--- config.mk ---
export PLATFORM = sky130hd
export DESIGN_NAME = knock_pattern_matcher_top
export DESIGN_NICKNAME = d
export VERILOG_FILES = /design/src/rtl/kpm_pkg.sv /design/src/rtl/kpm_front.sv /design/src/rtl/kpm_queue.sv /design/src/rtl/kpm_back.sv /design/src/rtl/knock_pattern_matcher_top.sv
export VERILOG_INCLUDE_DIRS = /design/src /design/src/rtl
export SDC_FILE = /design/constraint.sdc
export NUM_CORES = 1
export LEC_CHECK = 0
export BUFFER_PORTS_ARGS = -buffer_cell sky130_fd_sc_hd__buf_2
export CORE_ASPECT_RATIO = 1.75
export CORE_UTILIZATION = 30
export CTS_CLUSTER_DIAMETER = 40
export DETAILED_ROUTE_END_ITERATION = 10
export GPL_TIMING_DRIVEN = 0
export PLACE_DENSITY = 0.58
export REMOVE_ABC_BUFFERS = 1
export SETUP_SLACK_MARGIN = 0.02
export SYNTH_ARGS = -nofsm -noshare
export SYNTH_HDL_FRONTEND = slang
export SYNTH_SLANG_ARGS = --single-unit
--- constraint.sdc ---
create_clock -name clk -period 8.65 [get_ports clk]
set_clock_uncertainty 0.15 [all_clocks]
set_input_delay 0.865 -clock clk [delete_from_list [all_inputs] [get_ports clk]]
set_output_delay 0.865 -clock clk [all_outputs]
set_load 0.02 [all_outputs]
--- src/rtl/knock_pattern_matcher_top_macros.svh ---
// assertion macros shared by the knock matcher rtl
// each macro expects clk and arst_n in the enclosing module
`ifndef KNOCK_PATTERN_MATCHER_TOP_MACROS_SVH
`define KNOCK_PATTERN_MATCHER_TOP_MACROS_SVH

`ifndef SYNTH
// condition holds at every clock edge out of reset
`define KPM_ASSERT(name, cond) \
	name: assert property (@(posedge clk) disable iff (!arst_n) (cond)) \
		else $error("kpm assertion failed");
// condition at one edge implies another at the next edge
`define KPM_ASSERT_NEXT(name, pre, post) \
	name: assert property (@(posedge clk) disable iff (!arst_n) (pre) |=> (post)) \
		else $error("kpm assertion failed");
`else
`define KPM_ASSERT(name, cond)
`define KPM_ASSERT_NEXT(name, pre, post)
`endif

`endif

--- src/rtl/kpm_pkg.sv ---
`default_nettype none

package kpm_pkg;

	// pattern geometry
	localparam int MAX_INTERVALS = 8;
	localparam int SLOT_W        = $clog2(MAX_INTERVALS);
	localparam int ENTRY_W       = 8;
	localparam int PATTERN_W     = MAX_INTERVALS * ENTRY_W;

	// event queue between front and back
	localparam int QDEPTH  = 4;
	localparam int QPTR_W  = $clog2(QDEPTH);
	localparam int QCNT_W  = $clog2(QDEPTH + 1);

	// configuration register indexes
	localparam int CFG_IDX_W = 3;
	localparam logic [CFG_IDX_W-1:0] REG_THRESHOLD      = 3'd0;
	localparam logic [CFG_IDX_W-1:0] REG_UNIT_TICKS     = 3'd1;
	localparam logic [CFG_IDX_W-1:0] REG_INTERVAL_COUNT = 3'd2;
	localparam logic [CFG_IDX_W-1:0] REG_PATTERN_WORDS  = 3'd3;
	localparam logic [CFG_IDX_W-1:0] REG_TIMEOUT_TICKS  = 3'd4;
	localparam logic [CFG_IDX_W-1:0] REG_BLANK_TICKS    = 3'd5;

	// reset values
	localparam logic [7:0]           RST_THRESHOLD      = 8'd133;
	localparam logic [7:0]           RST_UNIT_TICKS     = 8'd20;
	localparam logic [3:0]           RST_INTERVAL_COUNT = 4'd2;
	localparam logic [PATTERN_W-1:0] RST_PATTERN_WORDS  = 64'd514;
	localparam logic [15:0]          RST_TIMEOUT_TICKS  = 16'd2000;
	localparam logic [7:0]           RST_BLANK_TICKS    = 8'd8;

	// input opcode
	localparam logic OP_SAMPLE = 1'b0;
	localparam logic OP_TICK   = 1'b1;

	typedef enum logic [1:0] {
		OUT_MATCH   = 2'd0,
		OUT_WRONG   = 2'd1,
		OUT_TIMEOUT = 2'd2
	} outcome_t;

	// classified event; quiet samples never enter the queue
	typedef enum logic {
		EV_TICK,
		EV_KNOCK
	} ev_t;

	typedef struct packed {
		logic       opcode;
		logic [7:0] sample;
	} in_item_t;

	typedef struct packed {
		logic       opened;
		logic [1:0] outcome;
		logic [3:0] knocks_seen;
	} out_item_t;

	typedef struct packed {
		logic [7:0]           threshold;
		logic [7:0]           unit_ticks;
		logic [3:0]           interval_count;
		logic [PATTERN_W-1:0] pattern_words;
		logic [15:0]          timeout_ticks;
		logic [7:0]           blank_ticks;
	} cfg_t;

	typedef struct packed {
		logic en;
		ev_t  ev;
	} q_wr_t;

	typedef struct packed {
		logic valid;
		ev_t  ev;
	} q_rd_t;

endpackage

`default_nettype wire

--- src/rtl/kpm_front.sv ---
`default_nettype none

module kpm_front import kpm_pkg::*; (
	input  wire logic       [7:0] threshold,
	input  wire logic       push,
	output logic            full,
	input  wire in_item_t   item,
	input  wire logic       q_full,
	output q_wr_t           wr
);

	logic accept;
	logic loud;

	assign full   = q_full;
	assign accept = push && !q_full;
	assign loud   = (item.sample >= threshold);

	// quiet samples change nothing in any state, so drop them here
	always_comb begin
		wr.en = 1'b0;
		wr.ev = EV_TICK;
		if (accept) begin
			if (item.opcode == OP_TICK) begin
				wr.en = 1'b1;
				wr.ev = EV_TICK;
			end else if (loud) begin
				wr.en = 1'b1;
				wr.ev = EV_KNOCK;
			end
		end
	end

endmodule

`default_nettype wire

--- src/rtl/kpm_queue.sv ---
`default_nettype none

`include "knock_pattern_matcher_top_macros.svh"

module kpm_queue import kpm_pkg::*; (
	input  wire logic  clk,
	input  wire logic  arst_n,
	input  wire q_wr_t wr,
	output logic       q_full,
	input  wire logic  rd_en,
	output q_rd_t      rd
);

	ev_t               mem_q [QDEPTH];
	logic [QPTR_W-1:0] wr_ptr_q;
	logic [QPTR_W-1:0] rd_ptr_q;
	logic [QCNT_W-1:0] cnt_q;
	logic              do_wr;
	logic              do_rd;

	assign q_full   = (cnt_q == QCNT_W'(QDEPTH));
	assign rd.valid = (cnt_q != '0);
	assign rd.ev    = mem_q[rd_ptr_q];
	assign do_wr    = wr.en && !q_full;
	assign do_rd    = rd_en && rd.valid;

	always_ff @(posedge clk) begin
		if (do_wr) begin
			mem_q[wr_ptr_q] <= wr.ev;
		end
	end

	always_ff @(posedge clk or negedge arst_n) begin
		if (!arst_n) begin
			wr_ptr_q <= '0;
			rd_ptr_q <= '0;
			cnt_q    <= '0;
		end else begin
			if (do_wr) begin
				wr_ptr_q <= wr_ptr_q + 1'b1;
			end
			if (do_rd) begin
				rd_ptr_q <= rd_ptr_q + 1'b1;
			end
			case ({do_wr, do_rd})
				2'b10:   cnt_q <= cnt_q + 1'b1;
				2'b01:   cnt_q <= cnt_q - 1'b1;
				default: cnt_q <= cnt_q;
			endcase
		end
	end

	`KPM_ASSERT(a_q_cnt_bound, cnt_q <= QCNT_W'(QDEPTH))
	`KPM_ASSERT_NEXT(a_q_full_no_room, q_full && !do_rd, q_full)
	`KPM_ASSERT(a_q_wr_has_room, !(wr.en && q_full))

endmodule

`default_nettype wire

--- src/rtl/kpm_back.sv ---
`default_nettype none

`include "knock_pattern_matcher_top_macros.svh"

module kpm_back import kpm_pkg::*; (
	input  wire logic  clk,
	input  wire logic  arst_n,
	input  wire cfg_t  cfg,
	input  wire q_rd_t rd,
	output logic       rd_en,
	input  wire logic  pop,
	output logic       empty,
	output out_item_t  result
);

	// attempt state
	logic        capturing_q;
	logic [15:0] interval_q;
	logic [7:0]  blank_q;
	logic [3:0]  knock_idx_q;
	logic        mismatch_q;

	logic        capturing_d;
	logic [15:0] interval_d;
	logic [7:0]  blank_d;
	logic [3:0]  knock_idx_d;
	logic        mismatch_d;

	// two-entry result buffer
	out_item_t   out_mem_q [2];
	logic        out_wr_ptr_q;
	logic        out_rd_ptr_q;
	logic [1:0]  out_cnt_q;
	logic        out_wr;
	out_item_t   out_item;
	logic        out_rd;

	logic                   go;
	logic [SLOT_W-1:0]      slot;
	logic [ENTRY_W-1:0]     entry;
	logic [15:0]            expected;
	logic [16:0]            iv_lo;
	logic [16:0]            exp_hi;
	logic                   bad_interval;
	logic [15:0]            iv_inc;
	logic [3:0]             idx_inc;
	logic [3:0]             eff_count;

	assign go    = rd.valid && (out_cnt_q != 2'd2);
	assign rd_en = go;

	assign slot     = knock_idx_q[SLOT_W-1:0];
	assign entry    = cfg.pattern_words[slot*ENTRY_W +: ENTRY_W];
	assign expected = {8'd0, entry} * {8'd0, cfg.unit_ticks};
	assign iv_lo    = {1'b0, interval_q} + {9'd0, cfg.unit_ticks[7:1]};
	assign exp_hi   = {1'b0, expected} + {9'd0, cfg.unit_ticks[7:1]};
	assign bad_interval = (iv_lo < {1'b0, expected}) || ({1'b0, interval_q} > exp_hi);

	assign iv_inc  = (interval_q != 16'hFFFF) ? interval_q + 16'd1 : interval_q;
	assign idx_inc = (knock_idx_q != 4'hF) ? knock_idx_q + 4'd1 : knock_idx_q;

	always_comb begin
		if (cfg.interval_count == 4'd0) begin
			eff_count = 4'd1;
		end else if (cfg.interval_count > 4'(MAX_INTERVALS)) begin
			eff_count = 4'(MAX_INTERVALS);
		end else begin
			eff_count = cfg.interval_count;
		end
	end

	always_comb begin
		capturing_d = capturing_q;
		interval_d  = interval_q;
		blank_d     = blank_q;
		knock_idx_d = knock_idx_q;
		mismatch_d  = mismatch_q;
		out_wr      = 1'b0;
		out_item    = '0;
		if (go) begin
			case (rd.ev)
				EV_TICK: begin
					if (capturing_q) begin
						blank_d    = (blank_q != 8'd0) ? blank_q - 8'd1 : blank_q;
						interval_d = iv_inc;
						if (iv_inc >= cfg.timeout_ticks) begin
							out_wr               = 1'b1;
							out_item.opened      = 1'b0;
							out_item.outcome     = OUT_TIMEOUT;
							out_item.knocks_seen = knock_idx_q;
							capturing_d          = 1'b0;
							interval_d           = 16'd0;
							blank_d              = 8'd0;
						end
					end
				end
				EV_KNOCK: begin
					if (!capturing_q) begin
						capturing_d = 1'b1;
						interval_d  = 16'd0;
						knock_idx_d = 4'd0;
						mismatch_d  = 1'b0;
						blank_d     = cfg.blank_ticks;
					end else if (blank_q == 8'd0) begin
						mismatch_d  = mismatch_q || bad_interval;
						knock_idx_d = idx_inc;
						interval_d  = 16'd0;
						blank_d     = cfg.blank_ticks;
						if (idx_inc >= eff_count) begin
							out_wr               = 1'b1;
							out_item.opened      = !mismatch_d;
							out_item.outcome     = mismatch_d ? OUT_WRONG : OUT_MATCH;
							out_item.knocks_seen = idx_inc;
							capturing_d          = 1'b0;
							blank_d              = 8'd0;
						end
					end
				end
				default: begin
					capturing_d = capturing_q;
				end
			endcase
		end
	end

	always_ff @(posedge clk or negedge arst_n) begin
		if (!arst_n) begin
			capturing_q <= 1'b0;
			interval_q  <= 16'd0;
			blank_q     <= 8'd0;
			knock_idx_q <= 4'd0;
			mismatch_q  <= 1'b0;
		end else begin
			capturing_q <= capturing_d;
			interval_q  <= interval_d;
			blank_q     <= blank_d;
			knock_idx_q <= knock_idx_d;
			mismatch_q  <= mismatch_d;
		end
	end

	// result buffer
	assign empty  = (out_cnt_q == 2'd0);
	assign result = out_mem_q[out_rd_ptr_q];
	assign out_rd = pop && !empty;

	always_ff @(posedge clk) begin
		if (out_wr) begin
			out_mem_q[out_wr_ptr_q] <= out_item;
		end
	end

	always_ff @(posedge clk or negedge arst_n) begin
		if (!arst_n) begin
			out_wr_ptr_q <= 1'b0;
			out_rd_ptr_q <= 1'b0;
			out_cnt_q    <= 2'd0;
		end else begin
			if (out_wr) begin
				out_wr_ptr_q <= !out_wr_ptr_q;
			end
			if (out_rd) begin
				out_rd_ptr_q <= !out_rd_ptr_q;
			end
			case ({out_wr, out_rd})
				2'b10:   out_cnt_q <= out_cnt_q + 2'd1;
				2'b01:   out_cnt_q <= out_cnt_q - 2'd1;
				default: out_cnt_q <= out_cnt_q;
			endcase
		end
	end

	`KPM_ASSERT(a_out_cnt_bound, out_cnt_q <= 2'd2)
	`KPM_ASSERT(a_idle_counters_clear, capturing_q || (interval_q == 16'd0 && blank_q == 8'd0))
	`KPM_ASSERT(a_idx_bound, !capturing_q || knock_idx_q < 4'(MAX_INTERVALS))
	`KPM_ASSERT_NEXT(a_result_ends_attempt, out_wr, !capturing_q && !empty)

endmodule

`default_nettype wire

--- src/rtl/knock_pattern_matcher_top.sv ---
//  channel   direction  handshake                 payload
//  item      in         push / full               in_item_t  {opcode, sample}
//  result    out        pop / empty               out_item_t {opened, outcome, knocks_seen}
//  config    in         cfg_valid / cfg_ready     cfg_index, cfg_data
//
//  one item per clock sustained while the result side keeps up; a result
//  appears on the result ports once the item that ends an attempt has passed
//  the event queue entry, then the result buffer register
//  arst_n clears all control state and loads the register reset values
//  a stalled result side fills the two-entry result buffer, then the four-entry
//  event queue, and only then raises full
`default_nettype none

module knock_pattern_matcher_top import kpm_pkg::*; (
	input  wire logic                 clk,
	input  wire logic                 arst_n,
	// item channel
	input  wire logic                 push,
	output logic                      full,
	input  wire in_item_t             item,
	// result channel
	output logic                      empty,
	input  wire logic                 pop,
	output out_item_t                 result,
	// configuration channel
	input  wire logic                 cfg_valid,
	output logic                      cfg_ready,
	input  wire logic [CFG_IDX_W-1:0] cfg_index,
	input  wire logic [PATTERN_W-1:0] cfg_data
);

	cfg_t  cfg_q;
	q_wr_t q_wr;
	q_rd_t q_rd;
	logic  q_full;
	logic  q_rd_en;

	// registers must only be written while the block is idle; the block does not enforce this, so always ready
	assign cfg_ready = 1'b1;

	always_ff @(posedge clk or negedge arst_n) begin
		if (!arst_n) begin
			cfg_q.threshold      <= RST_THRESHOLD;
			cfg_q.unit_ticks     <= RST_UNIT_TICKS;
			cfg_q.interval_count <= RST_INTERVAL_COUNT;
			cfg_q.pattern_words  <= RST_PATTERN_WORDS;
			cfg_q.timeout_ticks  <= RST_TIMEOUT_TICKS;
			cfg_q.blank_ticks    <= RST_BLANK_TICKS;
		end else if (cfg_valid && cfg_ready) begin
			case (cfg_index)
				REG_THRESHOLD:      cfg_q.threshold      <= cfg_data[7:0];
				REG_UNIT_TICKS:     cfg_q.unit_ticks     <= cfg_data[7:0];
				REG_INTERVAL_COUNT: cfg_q.interval_count <= cfg_data[3:0];
				REG_PATTERN_WORDS:  cfg_q.pattern_words  <= cfg_data;
				REG_TIMEOUT_TICKS:  cfg_q.timeout_ticks  <= cfg_data[15:0];
				REG_BLANK_TICKS:    cfg_q.blank_ticks    <= cfg_data[7:0];
				default:            cfg_q                <= cfg_q;
			endcase
		end
	end

	// front: accept and classify each transfer into tick, knock or nothing
	kpm_front u_front (
		.threshold (cfg_q.threshold),
		.push      (push),
		.full      (full),
		.item      (item),
		.q_full    (q_full),
		.wr        (q_wr)
	);

	// short event queue decoupling the two halves
	kpm_queue u_queue (
		.clk    (clk),
		.arst_n (arst_n),
		.wr     (q_wr),
		.q_full (q_full),
		.rd_en  (q_rd_en),
		.rd     (q_rd)
	);

	// back: attempt state, interval check and result buffer
	kpm_back u_back (
		.clk    (clk),
		.arst_n (arst_n),
		.cfg    (cfg_q),
		.rd     (q_rd),
		.rd_en  (q_rd_en),
		.pop    (pop),
		.empty  (empty),
		.result (result)
	);

endmodule

`default_nettype wire
==> results of run 1 <==
-- cells in the final DEF, fill, tap and decap left out, types with 11 or more instances in the layout --
cell / instances
a21oi_1: 44
nor3_1: 15
dfrtp_1: 131
buf_2: 88
mux4_2: 17
nor2_1: 66
clkbuf_16: 18
a22o_1: 11
edfxtp_1: 18
inv_1: 109
fa_1: 39
mux2_2: 93
nor2b_1: 63
nand2_1: 71
nand2b_1: 19
a21o_1: 23
xnor2_1: 33
o21ai_0: 58
xor2_1: 26
ha_1: 118
dfstp_2: 15
nand4_1: 15
nand3_1: 21
-- final cells by class --
| cell class | instances | share of cell area, % |
|---|---|---|
| Clock buffer | 21 | 3.38 |
| Clock inverter | 11 | 0.956 |
| Sequential cell | 167 | 30.1 |
| Tap cell | 550 | 4.82 |
| Timing Repair Buffer | 101 | 4.28 |
| Multi-Input combinational cell | 870 | 53.5 |
| Inverter | 110 | 2.89 |
-- metrics by stage --
stage / TNS, ns / hold WS, ns / cell area (µm²) / setup slack [ns]
final: 0 / 0.217 / 14300 / 0.345
after global routing: 0 / 0.256 / 14300 / 0.00295
after CTS: 0 / 0.231 / 14100 / 0.0479
after detailed placement: -2.58 / 0.338 / 13400 / -0.589
after global placement: -5.07 / 0.326 / 13300 / -1.08
after floorplan: 0 / 0.303 / 12200 / 0.490
-- worst max path at each step --
stage | to | slack [ns] | cells after the start
detailed placement | u_back.out_mem_q[1][4]$_DFFE_PP_ | -0.59 | 27
global route | u_back.out_mem_q[0][4]$_DFFE_PP_ | 0.003 | 27
CTS | u_back.out_mem_q[0][4]$_DFFE_PP_ | 0.05 | 24
floorplan | u_back.out_mem_q[0][4]$_DFFE_PP_ | 0.49 | 27
global placement | u_back.out_mem_q[0][4]$_DFFE_PP_ | -1.08 | 27
finish | u_back.out_mem_q[0][4]$_DFFE_PP_ | 0.35 | 28
-- cells in the mapped netlist, drive strengths merged (23+ instances only) --
cell	instances
dfrtp	134
mux2	93
ha	118
xnor2	33
inv	109
fa	39
xor2	27
nor2b	63
a21o	23
nor2	68
o21ai	60
clkbuf	28
a21oi	45
nand2	71
-- critical path, delay by kind of cell, from the launching register on --
kind / cells / cell delay, ns
fa+ha+maj: 6 / 2.73
buf+inv: 5 / 0.39
flops: 1 / 0.50
simple gates: 9 / 2.21
mux: 2 / 0.90
xor+xnor: 1 / 0.18
compound gates: 5 / 0.96
-- repair_timing --
item,in CTS,in global routing
endpoints found under the hold margin,0,0
pin swaps,0,2
resized for setup,13,7
setup buffers,1,8
gates cloned,0,0
endpoints found under the setup margin,5,5
-- flip-flops by register name, summed over array words and instances (netlist names) --
signal,flops
cfg_q,108
u_queue.wr_ptr_q,2
u_queue.cnt_q,3
u_back.capturing_q,1
u_back.out_cnt_q,2
u_back.knock_idx_q,4
u_back.blank_q,8
u_queue.rd_ptr_q,2
u_queue.mem_q,4
u_back.out_mem_q,14
u_back.out_rd_ptr_q,1
u_back.out_wr_ptr_q,1
u_back.mismatch_q,1
u_back.interval_q,16
-- layer usage --
metal	routed length, µm	vias to the layer above	GRT usage (%)
li1	-	4333	-
met1	11700	4415	16.3
met2	16000	159	27.4
met3	779	54	1.94
met4	1550	0	8.59
met5	0	-	0
-- cells by family (layout without fill, tap and decap cells) --
family,after synthesis,in the layout,synth area share (%)
AOI/OAI and AO/OA,211,211,11.4
other,1,1,0.0303
and+or+nand+nor,320,320,14.1
muxes,121,121,12.6
DFF,167,167,34.6
buffers and inverters,148,243,4.70
adders and majority gates,157,157,18.2
xor gates and xnor gates,60,60,4.25
==> run summary, run 1 <==
Cells after Synth: 1,185
Row count: 98
DR WL/cell: 16.4 µm
Async S/R FF share, synth: 89.2%
Clock sink count: 167
Fin. Hold Viols: 0
CP max FO: 10
DP Cell Count: 1,789
Min Tclk post-route: 8.30 ns
Layout Nets: 1,505
# diodes: 0
Routed WL: 30,100 µm
Vias per inst: 4.90
TritonCTS buffer count: 17
Clock-pin slew on the worst setup and hold paths: 0.07 ns
Max transition margin: 31.4%
Worst-Margin Slew: 1.00 ns
Vias in the first global route: 9,378
Largest net degree at the start of global routing: 94
Die H: 271 µm
Internal reg-to-reg setup slack: 0.35 ns
Die area: 42,100 µm²
Clk buf depth: 2
Area grow syn2layout: 15.2%
Crit path kind: reg -> reg
Netlist cell types: 84
Register bit total from synthesis: 167
GRT Resource Usage Total: 15.0%
Util after Layout: 35.0%
Mapped Area: 12,400 µm²
Slowest CP cell: mux4_2
Post-route insts no fill: 1,830
Arrival @ worst endpoint: 8.32 ns
Placer congestion estimate: 0.828
Final HPWL DP: 23,200 µm
First-pass GRT wire length: 49,100 µm
Fmax achieved: 120 MHz
Filler cells: 4,170
Total congestion overflow: 0
# port buffers: 89
Worst path required time: 8.67 ns
Synth top area share: 27.1%
Antenna Nets Post-Route: 0
Unrepaired setup endpoints after global routing: no
Initial antenna violation count: 0
Share of cells above drive strength 1: 23.4%
Slew Limit Fails: 0
CP max stage delay: 0.58 ns
Initial Utilization: 30.4%
Worst skew pair latency: 0.44 ns
Cell taking the most area after synthesis: dfrtp_1
Synthesized area per cell: 10.4 µm²
Seq/Total Area, Yosys: 34.6%
H-tree lvl count: 4
Synth top area cells: dfrtp_1 27%, ha_1 12%, mux2_2 8.5%, fa_1 6.3%, edfxtp_1 4.4%
Setup crit end kind: register
FF-to-FF End: u_back.out_mem_q[0][4]$_DFFE_PP_
Final setup violation count: 0
Reg2reg start: u_back.knock_idx_q[0]$_DFFE_PN0P_
Synth Warn #: 0
Worst Hold Class: in -> async
Core area: 40,700 µm²
Initial DRC Count: 372
Drt first pass iters: 5
Root Driver: clkbuf_16
Hold buffers post-CTS: 0
Top_reg_cell synth: dfrtp_1
Drt drc: 0
EDFF count, synth: 18
Area of the multi-input gates: 7640 µm²
Final worst path period share: 96.0%
FF-to-FF path depth: 28
Clock tree from TritonCTS: yes
Max_cap viols: 0
Critical Path Start: u_back.knock_idx_q[0]$_DFFE_PN0P_
Die width: 156 µm
CP Launch Type: register
# IOs: 91
FF+latch area: 4300 µm²
Outcome: complete, no violations
Total number of vias: 8,961
Power of run 1 is not shown: default switching activity piles up to over one toggle a cycle in this logic, so the estimate is an artifact.
==> run 2: changes to the inputs <==
--- a/config.mk
+++ b/config.mk
@@ -8,11 +8,12 @@
 export LEC_CHECK = 0
 export BUFFER_PORTS_ARGS = -buffer_cell sky130_fd_sc_hd__buf_2
 export CORE_ASPECT_RATIO = 1.75
-export CORE_UTILIZATION = 30
+export CORE_UTILIZATION = 56
 export CTS_CLUSTER_DIAMETER = 40
+export CTS_CLUSTER_SIZE = 24
 export DETAILED_ROUTE_END_ITERATION = 10
 export GPL_TIMING_DRIVEN = 0
-export PLACE_DENSITY = 0.58
+export PLACE_DENSITY = 0.89
 export REMOVE_ABC_BUFFERS = 1
 export SETUP_SLACK_MARGIN = 0.02
 export SYNTH_ARGS = -nofsm -noshare
==> run 2 against run 1 <==
  * Global-route usage up 15 points
  * Clock-buffer cell count down 1
  * Non-clock buffer count unchanged
  * Flip-flop and latch count unchanged
  * Die area down 46%
  * Cell count down 14%
  * Largest cell class unchanged
==> run summary, run 2 (same netlist as run 1, synthesis figures left out) <==
Final worst path period share: 96.9% (was 96.0%)
# port buffers: 89 (unchanged)
Internal reg-to-reg setup slack: 0.27 ns (was 0.35 ns)
Largest regs: cfg_q x108, u_back.interval_q x16, u_back.out_mem_q x14 (unchanged)
Vias per inst: 6.33 (was 4.90)
WP depth: 27 (was 28)
Layout Nets: 1,505 (unchanged)
Final hold slack: 0.194 ns (was 0.217 ns)
Setup crit end kind: register (unchanged)
Drt drc: 0 (unchanged)
Area grow syn2layout: 11.8% (was 15.2%)
Clock sink count: 167 (unchanged)
Worst skew pair latency: 0.45 ns (was 0.44 ns)
CP max FO: 8 (was 10)
Worst-Margin Slew: 1.20 ns (was 1.00 ns)
Most frequent cells in the layout: 131 x dfrtp_1, 118 x ha_1, 109 x inv_1 (unchanged)
Clock tree from TritonCTS: yes (unchanged)
Most common library cell in the layout ignoring fill and taps: dfrtp_1 (unchanged)
WP buf/inv: 4 (was 5)
Vias in the first global route: 10,713 (was 9,378)
Kind of cell adding the most delay to the critical path: adder cells (unchanged)
H-tree lvl count: 4 (unchanged)
CP max stage delay: 0.55 ns (was 0.58 ns)
Core area: 21,600 µm² (was 40,700 µm²)
Hold buffers post-CTS: 0 (unchanged)
GRT Resource Usage Total: 30.4% (was 15.0%)
Initial Utilization: 57.3% (was 30.4%)
Fin worst setup slack: 0.270 ns (was 0.345 ns)
Slowest CP cell: mux4_2 (unchanged)
Max_cap viols: 0 (unchanged)
Max reg flops: 108 (unchanged)
Min Tclk post-route: 8.38 ns (was 8.30 ns)
Die area: 22,700 µm² (was 42,100 µm²)
TritonCTS buffer count: 17 (unchanged)
Initial DRC Count: 801 (was 372)
Worst path required time: 8.68 ns (was 8.67 ns)
# IOs: 91 (unchanged)
Clock-pin slew on the worst setup and hold paths: 0.07 ns (about the same)
Routed WL: 33,500 µm (was 30,100 µm)
Clk buf depth: 2 (unchanged)
Antenna Nets Post-Route: 0 (unchanged)
First-pass GRT wire length: 52,300 µm (was 49,100 µm)
Total number of vias: 9,957 (was 8,961)
Drt first pass iters: 5 (unchanged)
DR WL/cell: 21.3 µm (was 16.4 µm)
Row count: 71 (was 98)
Die H: 199 µm (was 271 µm)
Final HPWL DP: 23,600 µm (was 23,200 µm)
Share of cells above drive strength 1: 23.2% (was 23.4%)
Placer congestion estimate: 0.944 (was 0.828)
Largest Register: cfg_q (unchanged)
Fmax achieved: 119 MHz (was 120 MHz)
Arrival @ worst endpoint: 8.41 ns (was 8.32 ns)
Fin. Hold Viols: 0 (unchanged)
Outcome: complete, no violations (unchanged)
Max transition margin: 19.8% (was 31.4%)
Slew Limit Fails: 0 (unchanged)
FF-to-FF path depth: 27 (was 28)
Final setup violation count: 0 (unchanged)
Die width: 114 µm (was 156 µm)
CP Launch Type: register (unchanged)
Initial antenna violation count: 0 (unchanged)
Setup WS pre-CTS: -1.02 ns (was -0.589 ns)
Largest net degree at the start of global routing: 105 (was 94)
Root Driver: clkbuf_16 (unchanged)
Most frequent CP cell: fa_1
Util after Layout: 64.1% (was 35.0%)
Worst Hold Class: in -> async (unchanged)
Crit path kind: reg -> reg (unchanged)
Total congestion overflow: 0 (unchanged)
## run 2: cell types whose count changed in the layout (fill, tap and decap cells not counted), sizes merged
cell      delta
clkbuf       -1
clkinv       -3
bufinv       -2
clkinvlp     +6
diode        +1
## run 2: layout make-up
class | count | area [µm²]
Antenna cell | 1 | 2.50
Clock buffer | 20 | 447
Clock inverter | 12 | 96.3
Fill cell | 1521 | 7750
Inverter | 110 | 413
Multi-Input combinational cell | 870 | 7630
Sequential cell | 167 | 4300
Tap cell | 292 | 365
Timing Repair Buffer | 101 | 586
## run 2: repair_timing
action,in CTS,in global routing
buffers inserted,0,9
hold endpoints to repair,0,0
setup endpoints to repair,5,5
gates resized for setup,16,5
## run 2: per-layer routing
layer | share of wire (%) | GRT usage, % | vias to the layer above
met5 | 0 | 0 | -
met4 | 9.7 | 26.8 | 0
met3 | 5.2 | 5.06 | 228
met2 | 53 | 54.9 | 508
met1 | 32 | 29.4 | 4884
li1 | - | - | 4337
## run 2: worst paths after layout
path	from	endpoint
max	u_back.knock_idx_q[0]$_DFFE_PN0P_	u_back.out_mem_q[1][4]$_DFFE_PP_
min	arst_n	u_queue.wr_ptr_q[1]$_DFFE_PN0P_
max reg2reg	u_back.knock_idx_q[0]$_DFFE_PN0P_	u_back.out_mem_q[1][4]$_DFFE_PP_
min reg2reg	u_queue.rd_ptr_q[1]$_DFFE_PN0P_	u_queue.rd_ptr_q[1]$_DFFE_PN0P_
max in group asynchronous	arst_n	u_back.knock_idx_q[1]$_DFFE_PN0P_
min in group clk	u_queue.rd_ptr_q[1]$_DFFE_PN0P_	u_queue.rd_ptr_q[1]$_DFFE_PN0P_
## run 2: through the flow
step	std cells	setup TNS, ns	area [µm²]
after floorplan	1147	0	12200
after CTS	1563	0	13700
after detailed placement	1531	-4.60	13100
final	1573	0	13800
after global placement	1528	-4.06	13000
after global routing	1572	-0.0265	13800
Power of run 2 is left out for the same reason.
